==> config.mk <==
export PLATFORM = sky130hd
export DESIGN_NAME = motion_gesture_ratchet_core
export DESIGN_NICKNAME = d
export VERILOG_FILES = /design/src/hw/rtl/mgr_pkg.sv /design/src/hw/rtl/mgr_dir.sv /design/src/hw/rtl/motion_gesture_ratchet_core.sv
export SDC_FILE = /design/constraint.sdc
export NUM_CORES = 2
export LEC_CHECK = 0
export BUFFER_PORTS_ARGS = -buffer_cell sky130_fd_sc_hd__buf_4
export CORE_MARGIN = 1.5
export CORE_UTILIZATION = 55
export DETAILED_ROUTE_END_ITERATION = 8
export GPL_ROUTABILITY_DRIVEN = 0
export PLACE_DENSITY = 0.71
export SLEW_MARGIN = 0
export SYNTH_ARGS = -nofsm -noshare
export SYNTH_HDL_FRONTEND = slang
export SYNTH_SLANG_ARGS = --single-unit
==> constraint.sdc <==
create_clock -name clk_i -period 15.3 [get_ports clk_i]
set_input_delay 3.06 -clock clk_i [delete_from_list [all_inputs] [get_ports clk_i]]
set_output_delay 3.06 -clock clk_i [all_outputs]
set_load 0.005 [all_outputs]
==> src/hw/rtl/mgr_pkg.sv <==
// ----------------------------------------------------------------------------
// mgr_pkg: shared types and constants of the gesture ratchet
// Beat structs, command, kind and direction codes, sequencer states.
// ----------------------------------------------------------------------------
package mgr_pkg;

  localparam int SET_COUNT_DEF   = 4;
  localparam int BURST_LIMIT_DEF = 8;
  localparam int TRAVEL_BITS_DEF = 24;

  localparam logic [10:0] STEP_MIN   = 11'd50;
  localparam logic [10:0] STEP_MAX   = 11'd2000;
  localparam logic [10:0] STEP_RESET = 11'd150;

  localparam logic [17:0] TAN22_Q16 = 18'd26478;
  localparam logic [17:0] TAN23_Q16 = 18'd27818;
  localparam logic [17:0] TAN67_Q16 = 18'd154393;
  localparam logic [17:0] TAN68_Q16 = 18'd162207;

  localparam int KEEP_BITS = 16;

  localparam logic [1:0] CMD_EVENT = 2'd0;
  localparam logic [1:0] CMD_BEGIN = 2'd1;
  localparam logic [1:0] CMD_END   = 2'd2;

  localparam logic [1:0] AXIS_X = 2'd0;
  localparam logic [1:0] AXIS_Y = 2'd1;

  localparam logic [3:0] REG_ENABLED = 4'd0;
  localparam logic [3:0] REG_STEP    = 4'd1;
  localparam logic [3:0] REG_DEFSET  = 4'd2;
  localparam logic [3:0] REG_DIAG    = 4'd3;

  localparam logic [2:0] DIR_E  = 3'd0;
  localparam logic [2:0] DIR_SE = 3'd1;
  localparam logic [2:0] DIR_S  = 3'd2;
  localparam logic [2:0] DIR_SW = 3'd3;
  localparam logic [2:0] DIR_W  = 3'd4;
  localparam logic [2:0] DIR_NW = 3'd5;
  localparam logic [2:0] DIR_N  = 3'd6;
  localparam logic [2:0] DIR_NE = 3'd7;

  typedef enum logic [1:0] {
    KIND_FIRE    = 2'd0,
    KIND_PASS    = 2'd1,
    KIND_SWALLOW = 2'd2,
    KIND_DONE    = 2'd3
  } kind_e;

  typedef enum logic [3:0] {
    ST_IDLE, ST_LAST, ST_MX, ST_MY, ST_MC, ST_CMP, ST_T1, ST_T2, ST_T3,
    ST_FIRE, ST_SQ, ST_CHK, ST_DV, ST_SX, ST_SY, ST_SW
  } state_e;

  typedef struct packed {
    logic [1:0]         cmd;
    logic               is_relative;
    logic [1:0]         axis;
    logic signed [15:0] delta;
    logic               follow_active;
    logic [7:0]         requested_set;
  } in_item_t;

  typedef struct packed {
    kind_e      kind;
    logic [1:0] out_set;
    logic [2:0] direction;
    logic       last;
  } out_item_t;

  typedef struct packed {
    logic x_neg;
    logic y_pos;
    logic y_neg;
    logic ax_ge_ay;
    logic horiz;
    logic diag;
  } dir_ctl_t;

endpackage

==> src/hw/rtl/mgr_dir.sv <==
// ----------------------------------------------------------------------------
// mgr_dir: 8-way direction resolve
// Maps band compares to a sector and falls back to a cardinal on an empty
// diagonal.
// ----------------------------------------------------------------------------
module mgr_dir import mgr_pkg::*; #(
  parameter int SET_BITS = 2
) (
  input  dir_ctl_t            ctl_i,
  input  logic [SET_BITS-1:0] set_i,
  input  logic [15:0]         mask_i,
  output logic [2:0]          dir_o
);

  logic [2:0]          sector;
  logic [SET_BITS+3:0] bitpos;
  logic                present;

  always_comb begin
    if (ctl_i.horiz) begin
      sector = ctl_i.x_neg ? DIR_W : DIR_E;
    end else if (ctl_i.diag) begin
      if (ctl_i.x_neg) sector = ctl_i.y_pos ? DIR_SW : DIR_NW;
      else             sector = ctl_i.y_pos ? DIR_SE : DIR_NE;
    end else begin
      sector = ctl_i.y_pos ? DIR_S : DIR_N;
    end
    bitpos  = {2'b00, set_i, sector[2:1]};
    present = (32'(bitpos) < 32'd16) && mask_i[bitpos[3:0]];
    if (!sector[0] || present) begin
      dir_o = sector;
    end else if (ctl_i.ax_ge_ay) begin
      dir_o = ctl_i.x_neg ? DIR_W : DIR_E;
    end else begin
      dir_o = ctl_i.y_neg ? DIR_N : DIR_S;
    end
  end

endmodule

==> src/hw/rtl/motion_gesture_ratchet_core.sv <==
// ----------------------------------------------------------------------------
// motion_gesture_ratchet_core: 8-way gesture ratchet for pointer motion
// Swallows relative motion during a gesture, accumulates travel and fires
// a direction each time the travel reaches the ratchet step.
// ----------------------------------------------------------------------------
// Channel  Dir  Handshake           Payload
// in       in   in_valid/in_ready   in_item_t   (one command or event)
// out      out  out_valid/out_ready out_item_t  (1..BURST_LIMIT+1 beats)
// cfg      in   cfg_we              index 4b, data 16b (no wait)
//
// A command or pass-through event goes from ST_IDLE to ST_LAST. A swallowed X/Y
// event tests the travel with the squares in ST_MX..ST_CMP; each fire then
// runs the tangent compares, a bit-serial square root, a bit-serial divide
// and the rescale. The shared multiplier is used for squares, tangent
// compares and rescale.
// The input is held off while an item is in work; a result beat waiting in
// the output register stalls the sequencer only when the next beat is due.
// Reset closes the gesture, clears travel and loads register defaults.
// ----------------------------------------------------------------------------
module motion_gesture_ratchet_core import mgr_pkg::*; #(
  parameter int SET_COUNT   = SET_COUNT_DEF,
  parameter int BURST_LIMIT = BURST_LIMIT_DEF,
  parameter int TRAVEL_BITS = TRAVEL_BITS_DEF
) (
  input  logic        clk_i,
  input  logic        rst_ni,
  input  logic        in_valid_i,
  output logic        in_ready_o,
  input  in_item_t    in_data_i,
  output logic        out_valid_o,
  input  logic        out_ready_i,
  output out_item_t   out_data_o,
  input  logic        cfg_we_i,
  input  logic [3:0]  cfg_index_i,
  input  logic [15:0] cfg_data_i
);

  localparam int TB    = TRAVEL_BITS;
  localparam int SETW  = (SET_COUNT > 1) ? $clog2(SET_COUNT) : 1;
  localparam int OPW   = (TB > 18) ? TB : 18;
  localparam int PW    = 2 * OPW;
  localparam int D2W   = 2 * TB;
  localparam int CNTW  = $clog2(TB + 1);
  localparam int BW    = $clog2(BURST_LIMIT + 1);
  localparam logic [7:0] SET_LAST = 8'(SET_COUNT - 1);

  // configuration
  logic        enabled_q;
  logic [10:0] step_q;
  logic [21:0] step2_q;
  logic [1:0]  defset_q;
  logic [15:0] mask_q;

  // gesture state
  logic                 open_q;
  logic [SETW-1:0]      cur_q;
  logic signed [TB-1:0] tx_q, ty_q;

  // sequencer and datapath
  state_e              state_q, state_d;
  kind_e               kind_q;
  logic [BW-1:0]       burst_q;
  logic [PW-1:0]       prod_q;
  logic [D2W-1:0]      d2_q;
  logic                lo_q, hi_q;
  logic [D2W-1:0]      sqn_q;
  logic [TB+2:0]       sqrem_q;
  logic [TB-1:0]       root_q;
  logic [TB:0]         dvrem_q;
  logic [KEEP_BITS-1:0] keep_q;
  logic [CNTW-1:0]     cnt_q;

  logic      out_valid_q;
  out_item_t out_q;

  // magnitudes, multiplier
  logic [TB-1:0]  ax, ay;
  logic [OPW-1:0] mul_a, mul_b;
  logic [PW-1:0]  ys;
  logic           band_hit;
  logic           can_put;
  logic           accept;
  logic [10:0]    step_clamp;

  assign ax = tx_q[TB-1] ? TB'(-tx_q) : TB'(tx_q);
  assign ay = ty_q[TB-1] ? TB'(-ty_q) : TB'(ty_q);
  assign ys = PW'(ay) << 16;
  // x >= 0 uses strict bounds, x < 0 inclusive ones
  assign band_hit = tx_q[TB-1] ? (ys <= prod_q) : (ys < prod_q);
  assign can_put  = !out_valid_q || out_ready_i;
  assign accept   = in_valid_i && in_ready_o;
  assign in_ready_o = (state_q == ST_IDLE);

  always_comb begin
    mul_a = OPW'(ax);
    mul_b = OPW'(ax);
    case (state_q)
      ST_MY: begin
        mul_a = OPW'(ay);
        mul_b = OPW'(ay);
      end
      ST_T1: mul_b = OPW'(tx_q[TB-1] ? TAN22_Q16 : TAN23_Q16);
      ST_T2: mul_b = OPW'(tx_q[TB-1] ? TAN67_Q16 : TAN68_Q16);
      ST_SX: mul_b = OPW'(keep_q);
      ST_SY: begin
        mul_a = OPW'(ay);
        mul_b = OPW'(keep_q);
      end
      default: ;
    endcase
  end

  // direction resolve
  dir_ctl_t   dctl;
  logic [2:0] fire_dir;

  assign dctl.x_neg    = tx_q[TB-1];
  assign dctl.y_neg    = ty_q[TB-1];
  assign dctl.y_pos    = !ty_q[TB-1] && (ty_q != '0);
  assign dctl.ax_ge_ay = (ax >= ay);
  assign dctl.horiz    = lo_q;
  assign dctl.diag     = hi_q;

  mgr_dir #(.SET_BITS(SETW)) u_dir (
    .ctl_i  (dctl),
    .set_i  (cur_q),
    .mask_i (mask_q),
    .dir_o  (fire_dir)
  );

  // sqrt and divide steps
  logic [TB+2:0] sq_sh, sq_trial;
  logic          sq_ge;
  logic [TB:0]   dv_sh;
  logic          dv_ge;

  assign sq_sh    = {sqrem_q[TB:0], sqn_q[D2W-1:D2W-2]};
  assign sq_trial = (TB+3)'({root_q, 2'b01});
  assign sq_ge    = (sq_sh >= sq_trial);
  assign dv_sh    = {dvrem_q[TB-1:0], 1'b0};
  assign dv_ge    = (dv_sh >= {1'b0, root_q});

  // travel accumulate with saturation
  logic signed [TB:0]   acc_sum;
  logic signed [TB-1:0] acc_sat;
  logic signed [TB-1:0] acc_old;
  localparam logic signed [TB:0] TMAX = (TB+1)'((1 << (TB - 1)) - 1);
  localparam logic signed [TB:0] TMIN = -TMAX - (TB+1)'(1);

  assign acc_old = (in_data_i.axis == AXIS_X) ? tx_q : ty_q;
  assign acc_sum = (TB+1)'(acc_old) + (TB+1)'(in_data_i.delta);
  always_comb begin
    if (acc_sum > TMAX)      acc_sat = TB'(TMAX);
    else if (acc_sum < TMIN) acc_sat = TB'(TMIN);
    else                     acc_sat = TB'(acc_sum);
  end

  assign step_clamp = (cfg_data_i[10:0] < STEP_MIN) ? STEP_MIN :
                      (cfg_data_i[10:0] > STEP_MAX) ? STEP_MAX : cfg_data_i[10:0];

  // next state
  always_comb begin
    state_d = state_q;
    case (state_q)
      ST_IDLE: begin
        if (accept) begin
          if (in_data_i.cmd == CMD_EVENT && open_q && in_data_i.is_relative &&
              (in_data_i.axis == AXIS_X || in_data_i.axis == AXIS_Y)) begin
            state_d = ST_MX;
          end else begin
            state_d = ST_LAST;
          end
        end
      end
      ST_LAST: if (can_put) state_d = ST_IDLE;
      ST_MX:   state_d = ST_MY;
      ST_MY:   state_d = ST_MC;
      ST_MC:   state_d = ST_CMP;
      ST_CMP:  state_d = (d2_q < D2W'(step2_q)) ? ST_LAST : ST_T1;
      ST_T1:   state_d = ST_T2;
      ST_T2:   state_d = ST_T3;
      ST_T3:   state_d = ST_FIRE;
      ST_FIRE: if (can_put) state_d = ST_SQ;
      ST_SQ:   if (cnt_q == CNTW'(1)) state_d = ST_CHK;
      ST_CHK:  state_d = (root_q <= TB'(step_q)) ? ST_LAST : ST_DV;
      ST_DV:   if (cnt_q == CNTW'(1)) state_d = ST_SX;
      ST_SX:   state_d = ST_SY;
      ST_SY:   state_d = ST_SW;
      ST_SW:   state_d = (burst_q == '0) ? ST_LAST : ST_MX;
      default: state_d = ST_IDLE;
    endcase
  end

  always_ff @(posedge clk_i or negedge rst_ni) begin
    if (!rst_ni) state_q <= ST_IDLE;
    else         state_q <= state_d;
  end

  // control: config, gesture state, output register
  always_ff @(posedge clk_i or negedge rst_ni) begin
    if (!rst_ni) begin
      enabled_q   <= 1'b1;
      step_q      <= STEP_RESET;
      step2_q     <= 22'(STEP_RESET) * 22'(STEP_RESET);
      defset_q    <= '0;
      mask_q      <= '0;
      open_q      <= 1'b0;
      cur_q       <= '0;
      tx_q        <= '0;
      ty_q        <= '0;
      kind_q      <= KIND_DONE;
      burst_q     <= '0;
      cnt_q       <= '0;
      out_valid_q <= 1'b0;
    end else begin
      if (out_ready_i) out_valid_q <= 1'b0;
      if (cfg_we_i) begin
        case (cfg_index_i)
          REG_ENABLED: begin
            enabled_q <= cfg_data_i[0];
            if (!cfg_data_i[0]) begin
              open_q <= 1'b0;
              tx_q   <= '0;
              ty_q   <= '0;
            end
          end
          REG_STEP: begin
            step_q  <= step_clamp;
            step2_q <= 22'(step_clamp) * 22'(step_clamp);
          end
          REG_DEFSET: defset_q <= cfg_data_i[1:0];
          REG_DIAG:   mask_q   <= cfg_data_i;
          default: ;
        endcase
      end
      case (state_q)
        ST_IDLE: begin
          if (accept) begin
            kind_q <= KIND_DONE;
            case (in_data_i.cmd)
              CMD_BEGIN: begin
                if (enabled_q) begin
                  if ((in_data_i.follow_active ? 8'(defset_q) : in_data_i.requested_set)
                      > SET_LAST) begin
                    cur_q <= SETW'(SET_LAST);
                  end else begin
                    cur_q <= in_data_i.follow_active ? SETW'(defset_q)
                                                     : SETW'(in_data_i.requested_set);
                  end
                  open_q <= 1'b1;
                  tx_q   <= '0;
                  ty_q   <= '0;
                end
              end
              CMD_END: begin
                open_q <= 1'b0;
                tx_q   <= '0;
                ty_q   <= '0;
              end
              CMD_EVENT: begin
                if (!open_q || !in_data_i.is_relative) begin
                  kind_q <= KIND_PASS;
                end else begin
                  kind_q  <= KIND_SWALLOW;
                  burst_q <= BW'(BURST_LIMIT);
                  if (in_data_i.axis == AXIS_X)      tx_q <= acc_sat;
                  else if (in_data_i.axis == AXIS_Y) ty_q <= acc_sat;
                end
              end
              default: ;
            endcase
          end
        end
        ST_LAST: begin
          if (can_put) begin
            out_valid_q <= 1'b1;
            out_q       <= '{kind: kind_q, out_set: 2'b00, direction: DIR_E, last: 1'b1};
          end
        end
        ST_FIRE: begin
          if (can_put) begin
            out_valid_q <= 1'b1;
            out_q       <= '{kind: KIND_FIRE, out_set: 2'(cur_q), direction: fire_dir,
                             last: 1'b0};
            burst_q     <= burst_q - BW'(1);
            cnt_q       <= CNTW'(TB);
          end
        end
        ST_SQ: cnt_q <= cnt_q - CNTW'(1);
        ST_CHK: begin
          cnt_q <= CNTW'(KEEP_BITS);
          // travel used up: clear and stop
          if (root_q <= TB'(step_q)) begin
            tx_q <= '0;
            ty_q <= '0;
          end
        end
        ST_DV: cnt_q <= cnt_q - CNTW'(1);
        ST_SY: tx_q <= tx_q[TB-1] ? -$signed(prod_q[TB+15:16]) : $signed(prod_q[TB+15:16]);
        ST_SW: ty_q <= ty_q[TB-1] ? -$signed(prod_q[TB+15:16]) : $signed(prod_q[TB+15:16]);
        default: ;
      endcase
    end
  end

  // datapath payload registers
  always_ff @(posedge clk_i) begin
    prod_q <= PW'(mul_a) * PW'(mul_b);
    case (state_q)
      ST_MY: d2_q <= prod_q[D2W-1:0];
      ST_MC: d2_q <= d2_q + prod_q[D2W-1:0];
      ST_T2: lo_q <= band_hit;
      ST_T3: hi_q <= band_hit;
      ST_FIRE: begin
        sqn_q   <= d2_q;
        sqrem_q <= '0;
        root_q  <= '0;
      end
      ST_SQ: begin
        sqn_q   <= sqn_q << 2;
        sqrem_q <= sq_ge ? (sq_sh - sq_trial) : sq_sh;
        root_q  <= {root_q[TB-2:0], sq_ge};
      end
      ST_CHK: begin
        dvrem_q <= (TB+1)'(root_q) - (TB+1)'(step_q);
        keep_q  <= '0;
      end
      ST_DV: begin
        dvrem_q <= dv_ge ? (dv_sh - {1'b0, root_q}) : dv_sh;
        keep_q  <= {keep_q[KEEP_BITS-2:0], dv_ge};
      end
      default: ;
    endcase
  end

  assign out_valid_o = out_valid_q;
  assign out_data_o  = out_q;

endmodule

=== Yosys cells after proc, flatten, opt, wreduce, memory -nomap -nowiden ===
Index checks and enable logic that the tools add are counted.
Widths: inputs -> output; s select.

* Flip-flop bits (word level): 362
* Bits of input ports: 55
* Output and inout port bits: 10
* Logic and storage cells: 211

* $add $sub $neg: 10
* Multipliers: 2
* $lt $le $gt $ge: 13
* Eq/ne operators: 29
* Muxes and demuxes: 90
* Reduce and logical (&&, ||, !) cells: 40

{| class="wikitable"
|+ Operators by type and width
! cell !! count
|-
| $mux 24 || 26
|-
| $pmux 24 s3 || 4
|-
| $pmux 48 s2 || 2
|-
| $pmux 24 s2 || 2
|-
| $pmux 24 s4 || 1
|-
| $neg 24->24 || 3
|-
| $pmux 4 s16 || 1
|-
| $pmux 25 s2 || 1
|-
| $add 48x48->48 || 1
|-
| $le 40x48->1 || 1
|-
| $lt 40x48->1 || 1
|-
| $lt 48x22->1 || 1
|-
| $mul 24x24->48 || 1
|-
| $mux 4 || 10
|-
| $mux 3 || 11
|-
| $eq 4x4->1 const B || 8
|-
| $pmux 16 s2 || 1
|-
| $ge 27x26->1 || 1
|-
| $add 24x16->25 || 1
|-
| $ge 25x24->1 || 1
|-
| $gt 25x24->1 const B || 1
|-
| $lt 25x24->1 const B || 1
|-
| $mux 25 || 1
|-
| $sub 25x25->25 || 1
|-
| other kinds (43) || 102
|}

=== Longest topological paths before layout ===
* Depth after elaboration: 12
* Depth in mapped cells: 38

=== Hierarchy ===
A second synthesis with hierarchy kept.

* Cell total of the unflattened synthesis: 5,469
* Area, all modules: 47,603.2 um2

{| class="wikitable"
|+ By module, submodules not included
! module !! times used !! cells each !! area each (um2) !! sequential area each (um2)
|-
| motion_gesture_ratchet_core || 1 || 5,432 || 47,359.2 || 9,764.4
|-
| mgr_dir || 1 || 37 || 244.0 || 0.0
|}

=== Least setup slack after synthesis ===
No wires, ideal clock.

* Kind: input -> register
* From: in cfg_data_i[10]
* To: reg step2_q[19]
* Arrival time: 9.335 ns
* Slack: 5.840 ns
* Stages on the path: 25
* Path buffers: 2
* Cells stage by stage: or4_1 > a311oi_1 > nor2b_1 > clkbuf_1 > and2_1 > clkbuf_1 > nand2_1 > inv_1 > fa_1 > inv_1 > fa_1 > fa_1 > fa_1 > inv_1 > fa_1 > ha_1 > a2111oi_0 > o21ai_0 > a21oi_1 > o21ai_0 > or4_1 > nand2_1 > o21ai_0 > xor2_1 > mux2_2

* Word-level cells in the longest chain between the ends: 4
* Elaborated cells between the ends (all ways): 5
* Those cells by class: mul: 1; order compare: 2; mux: 2

{| class="wikitable"
|+ RTL lines
! item !! RTL line !! text
|-
| start, declared || motion_gesture_ratchet_core.sv:35 || <nowiki>input logic [15:0] cfg_data_i</nowiki>
|-
| $gt 11x11->1 || motion_gesture_ratchet_core.sv:159 || <nowiki>(cfg_data_i[10:0] > STEP_MAX) ? STEP_MAX : cfg_data_i[10:0];</nowiki>
|-
| $mux 11 || motion_gesture_ratchet_core.sv:159 ||
|-
| $mux 11 (*) || motion_gesture_ratchet_core.sv:158 || <nowiki>assign step_clamp = (cfg_data_i[10:0] < STEP_MIN) ? STEP_MIN :</nowiki>
|-
| $mul 11x11->22 (*) || motion_gesture_ratchet_core.sv:229 || <nowiki>step2_q <= 22'(step_clamp) * 22'(step_clamp);</nowiki>
|-
| end signal, assigned || motion_gesture_ratchet_core.sv:204 || <nowiki>step2_q <= 22'(STEP_RESET) * 22'(STEP_RESET);</nowiki>
|-
| end signal, assigned || motion_gesture_ratchet_core.sv:229 ||
|-
| end, declared || motion_gesture_ratchet_core.sv:50 || <nowiki>logic [21:0] step2_q;</nowiki>
|}

Mark *: on every way between the ends. The rest lies on a longest branch, timed or not.
A chain may end at the register's enable or synchronous reset.

=== Worst setup path in the final report ===
* From: reg state_q[1]
* To: reg prod_q[45]

* Word-level cells in the longest chain between the ends: 4
* Elaborated cells between the ends (all ways): 10
* Those cells by class: mul: 1; eq/ne: 5; mux: 2; reduce/logical: 2

{| class="wikitable"
|+ RTL lines
! item !! RTL line !! text
|-
| start, declared || motion_gesture_ratchet_core.sv:60 || <nowiki>state_e state_q, state_d;</nowiki>
|-
| start signal, assigned || motion_gesture_ratchet_core.sv:196 || <nowiki>else state_q <= state_d;</nowiki>
|-
| $eq 4x4->1 or $eq 4x2->1 (tied branches) || motion_gesture_ratchet_core.sv:97 || <nowiki>case (state_q)</nowiki>
|-
| $reduce_or 2->1 (no source line) || -- ||
|-
| $pmux 24 s4 or $mux 24 (tied branches) || motion_gesture_ratchet_core.sv:97 ||
|-
| $mul 24x24->48 (*) || motion_gesture_ratchet_core.sv:308 || <nowiki>prod_q <= PW'(mul_a) * PW'(mul_b);</nowiki>
|-
| end signal, assigned || motion_gesture_ratchet_core.sv:308 ||
|-
| end, declared || motion_gesture_ratchet_core.sv:63 || <nowiki>logic [PW-1:0] prod_q;</nowiki>
|}

Marked as above.

==> key figures <==
Critical path
  – Crit-path slowest cell: nand2_1
  – CP endpoint kind: register
  – CP peak stage delay: 1.06 ns
  – WS Path Type: register to register
  – Worst reg-to-reg path cell count: 28
  – Worst path required time: 15.77 ns
  – Critical Path Source Type: register
  – Reg2reg setup slack: 4.91 ns
  – Critical-path maximum fanout: 26
  – Worst Path Arrival: 10.86 ns
  – R2R Path Start: state_q[1]
  – RR Endpoint: prod_q[45]
  – CP most frequent cell: fa_1

Yosys
  – Syn Inst Count: 5452
  – Yosys warning count: 0
  – Leading area contributor after synthesis: fa_1
  – Primary FF master, synth: edfxtp_1
  – Synth top area cells: fa_1 23%, edfxtp_1 12%, ha_1 12%
  – Post-synthesis instance area: 47320 um2
  – Sequential element share of the synthesized area: 20.63%
  – Synth top area share: 23.22%
  – Avg Cell Area, Syn: 8.680 um2
  – EDFF count, synth: 195
  – Yosys reg bits: 360
  – Fraction of registers with async set/reset: 32.50%
  – Synth unique cells: 93

Layout
  – Share of layout cells above drive strength 1: 6.575%
  – Antenna cell count: 0
  – Final-stage net count: 6478
  – Area Growth Syn to Fin: 7.215%

Placed design
  – I/O Buffers: 64
  – Hpwl dp: 109.7 mm

STA
  – Worst Tran Pin Value: 1.325 ns
  – Rel. slew slack: 11.42%
  – Unrepaired setup endpoints after global routing: false
  – Final Hold Viols: 0
  – Crit path time final: 10.39 ns
  – Final TNS setup: 0 ns
  – Pins Over Slew Limit: 0
  – Clk_skew: 0.05825 ns
  – Fmax: 96.27 MHz
  – Final setup fails: 0
  – Final period utilization: 67.89%

Global route
  – Initial antenna violation count: 3
  – Largest net degree at the start of global routing: 94
  – Gr usage total: 32.97%
  – First-pass GRT wire length: 221.5 mm
  – Vias in the first global route: 39210
  – GR Overflow Total: 0

Clock network
  – CTS Buffer Depth: 3
  – H-tree depth: 2
  – CTS buffer count: 45
  – Post-CTS setup buffers: 0
  – CTS clock-pin slew for the worst setup and hold paths: 0.06 ns
  – Post-cts gate resize count: 0
  – CTS tree: done
  – Hold Buf Count CTS: 0
  – Clk Latency, worst-skew pair: 0.62 ns
  – Root buffer cell: clkbuf_16
  – Sink Count: 360

Detailed routing
  – DR vias: 39870
  – Router iterations before antenna repair: 8
  – Routed len/inst: 21.61 um
  – Final ANT Viol Nets: 0
  – Final WL: 143.0 mm
  – DR DRC count: 0
  – Via density: 6.023
  – DR iter-0 viols: 3793

Floorplan
  – Row cnt: 107
  – Core area: 85150 um2
  – Die span in y: 296.3 um
  – Die area: 87810 um2
  – I/O pins: 65
  – Die Wd: 296.3 um
  – Starting Density: 55.58%

Hold path
  – Hold Path Class: register to register
  – Worst hold start: sqn_q[7]
  – WHS Endpoint: sqn_q[9]
  – Worst Hold Depth: 2

Run
  – Max-cap violations: 0

Run status
  – Status: finished clean
==> layer usage <==
layer  GRT usage [%]  part of all wire [%]  vias to the layer above
met1           43.34                    39                    19390
li1                -                     -                    17950
met5               0                 0.038                        -
met4           15.92                   5.7                        6
met2           50.47                    44                     2028
met3           8.906                    12                      495
==> cell families (layout without fill, tap and decap cells) <==
logic type | after synthesis | count (layout) | synth area share, %
AO/OA/AOI/OAI | 995 | 995 | 13.35
AND/OR/NAND/NOR | 1727 | 1727 | 16.11
other | 2 | 13 | 0.01587
adder cells (fa/ha/maj) | 986 | 986 | 34.77
multiplexers | 80 | 80 | 1.901
XOR/XNOR | 268 | 268 | 4.960
flip-flops | 360 | 360 | 20.63
buffers and inverters | 1034 | 1046 | 8.260
==> cells in the final DEF (no fill, tap or decap), types with 38 or more instances in the layout <==
| master | netlist | routed |
|---|---|---|
| inv_1 | 810 | 810 |
| nand4_1 | 49 | 49 |
| xor2_1 | 89 | 89 |
| o21a_1 | 38 | 38 |
| a21oi_1 | 248 | 244 |
| nor3_1 | 49 | 48 |
| clkbuf_16 | 0 | 47 |
| and2_1 | 59 | 59 |
| a21o_1 | 110 | 110 |
| o21ai_0 | 259 | 244 |
| buf_4 | 1 | 145 |
| nand2b_1 | 53 | 53 |
| nand2_1 | 733 | 729 |
| nand3_1 | 60 | 60 |
| xnor2_1 | 179 | 179 |
| ha_1 | 436 | 436 |
| dfxtp_1 | 48 | 48 |
| edfxtp_1 | 195 | 195 |
| fa_1 | 549 | 549 |
| nor2_1 | 535 | 532 |
| mux2_2 | 53 | 53 |
| dfrtp_1 | 101 | 101 |
| nor2b_1 | 43 | 43 |
==> worst max-delay path: cells and delay by family (launching register included) <==
kind / cells / cell delay, ns
AND/OR/NAND/NOR: 7 / 2.74
buffers and inverters: 4 / 0.21
adder cells (fa/ha/maj): 8 / 3.89
flip-flops: 1 / 0.72
XOR/XNOR: 1 / 0.13
AO/OA/AOI/OAI: 8 / 2.51
==> stage by stage <==
stage | setup slack (ns) | instance area (um2) | hold WS (ns) | utilization, % | cells
after CTS | 5.193 | 50740 | 0.4705 | 59.59 | 6619
after global routing | 4.281 | 50740 | 0.4871 | 59.59 | 6619
after global placement | 5.222 | 49180 | 0.4665 | 57.76 | 6535
final | 4.912 | 50740 | 0.4671 | 59.59 | 6619
after floorplan | 5.840 | 47370 | 0.4485 | - | 5463
after detailed placement | 5.083 | 49180 | 0.4716 | 57.76 | 6535
==> Yosys cell counts (32+ instances only) <==
library cell and count:
inv_1 810, nand2_1 733, fa_1 549, nor2_1 535, ha_1 436, o21ai_0 259, a21oi_1 248, edfxtp_1 195
clkbuf_1 193, xnor2_1 179, a21o_1 110, dfrtp_1 101, xor2_1 89, nand3_1 60, and2_1 59, mux2_2 53
nand2b_1 53, nand4_1 49, nor3_1 49, dfxtp_1 48, nor2b_1 43, o21a_1 38, o31ai_1 33, or3_1 33
o211ai_1 32
==> layout make-up <==
| class | count | area, um2 |
|---|---|---|
| clock buffer | 58 | 1287 |
| clock inverter | 26 | 270.3 |
| fill | 7489 | 34410 |
| inverter | 817 | 3067 |
| multi-input combinational | 4069 | 33830 |
| sequential | 360 | 9764 |
| tap | 1144 | 1431 |
| timing repair buffer | 145 | 1089 |
==> how the worst max path moves through the flow <==
stage / start / end / slack (ns)
2_1_floorplan: cfg_data_i[10] / step2_q[19] / 5.84
3_3_place_gp: cfg_data_i[2] / step2_q[19] / 5.22
3_5_place_dp: cfg_data_i[2] / step2_q[19] / 5.08
4_1_cts: state_q[1] / prod_q[45] / 5.19
5_1_grt: state_q[0] / prod_q[45] / 4.28
6_report: state_q[1] / prod_q[45] / 4.91
==> registers in the layout, summed over array words and instances (netlist names), 5 cells and up <==
name and flops:
d2_q 48, prod_q 48, sqn_q 48, sqrem_q 25
dvrem_q 24, root_q 24, tx_q 24, ty_q 24
step2_q 20, keep_q 16, mask_q 16, step_q 11
out_data_o 8, cnt_q 5
Power is not shown: default switching activity piles up to over one toggle a cycle in this logic, so the estimate is an artifact.
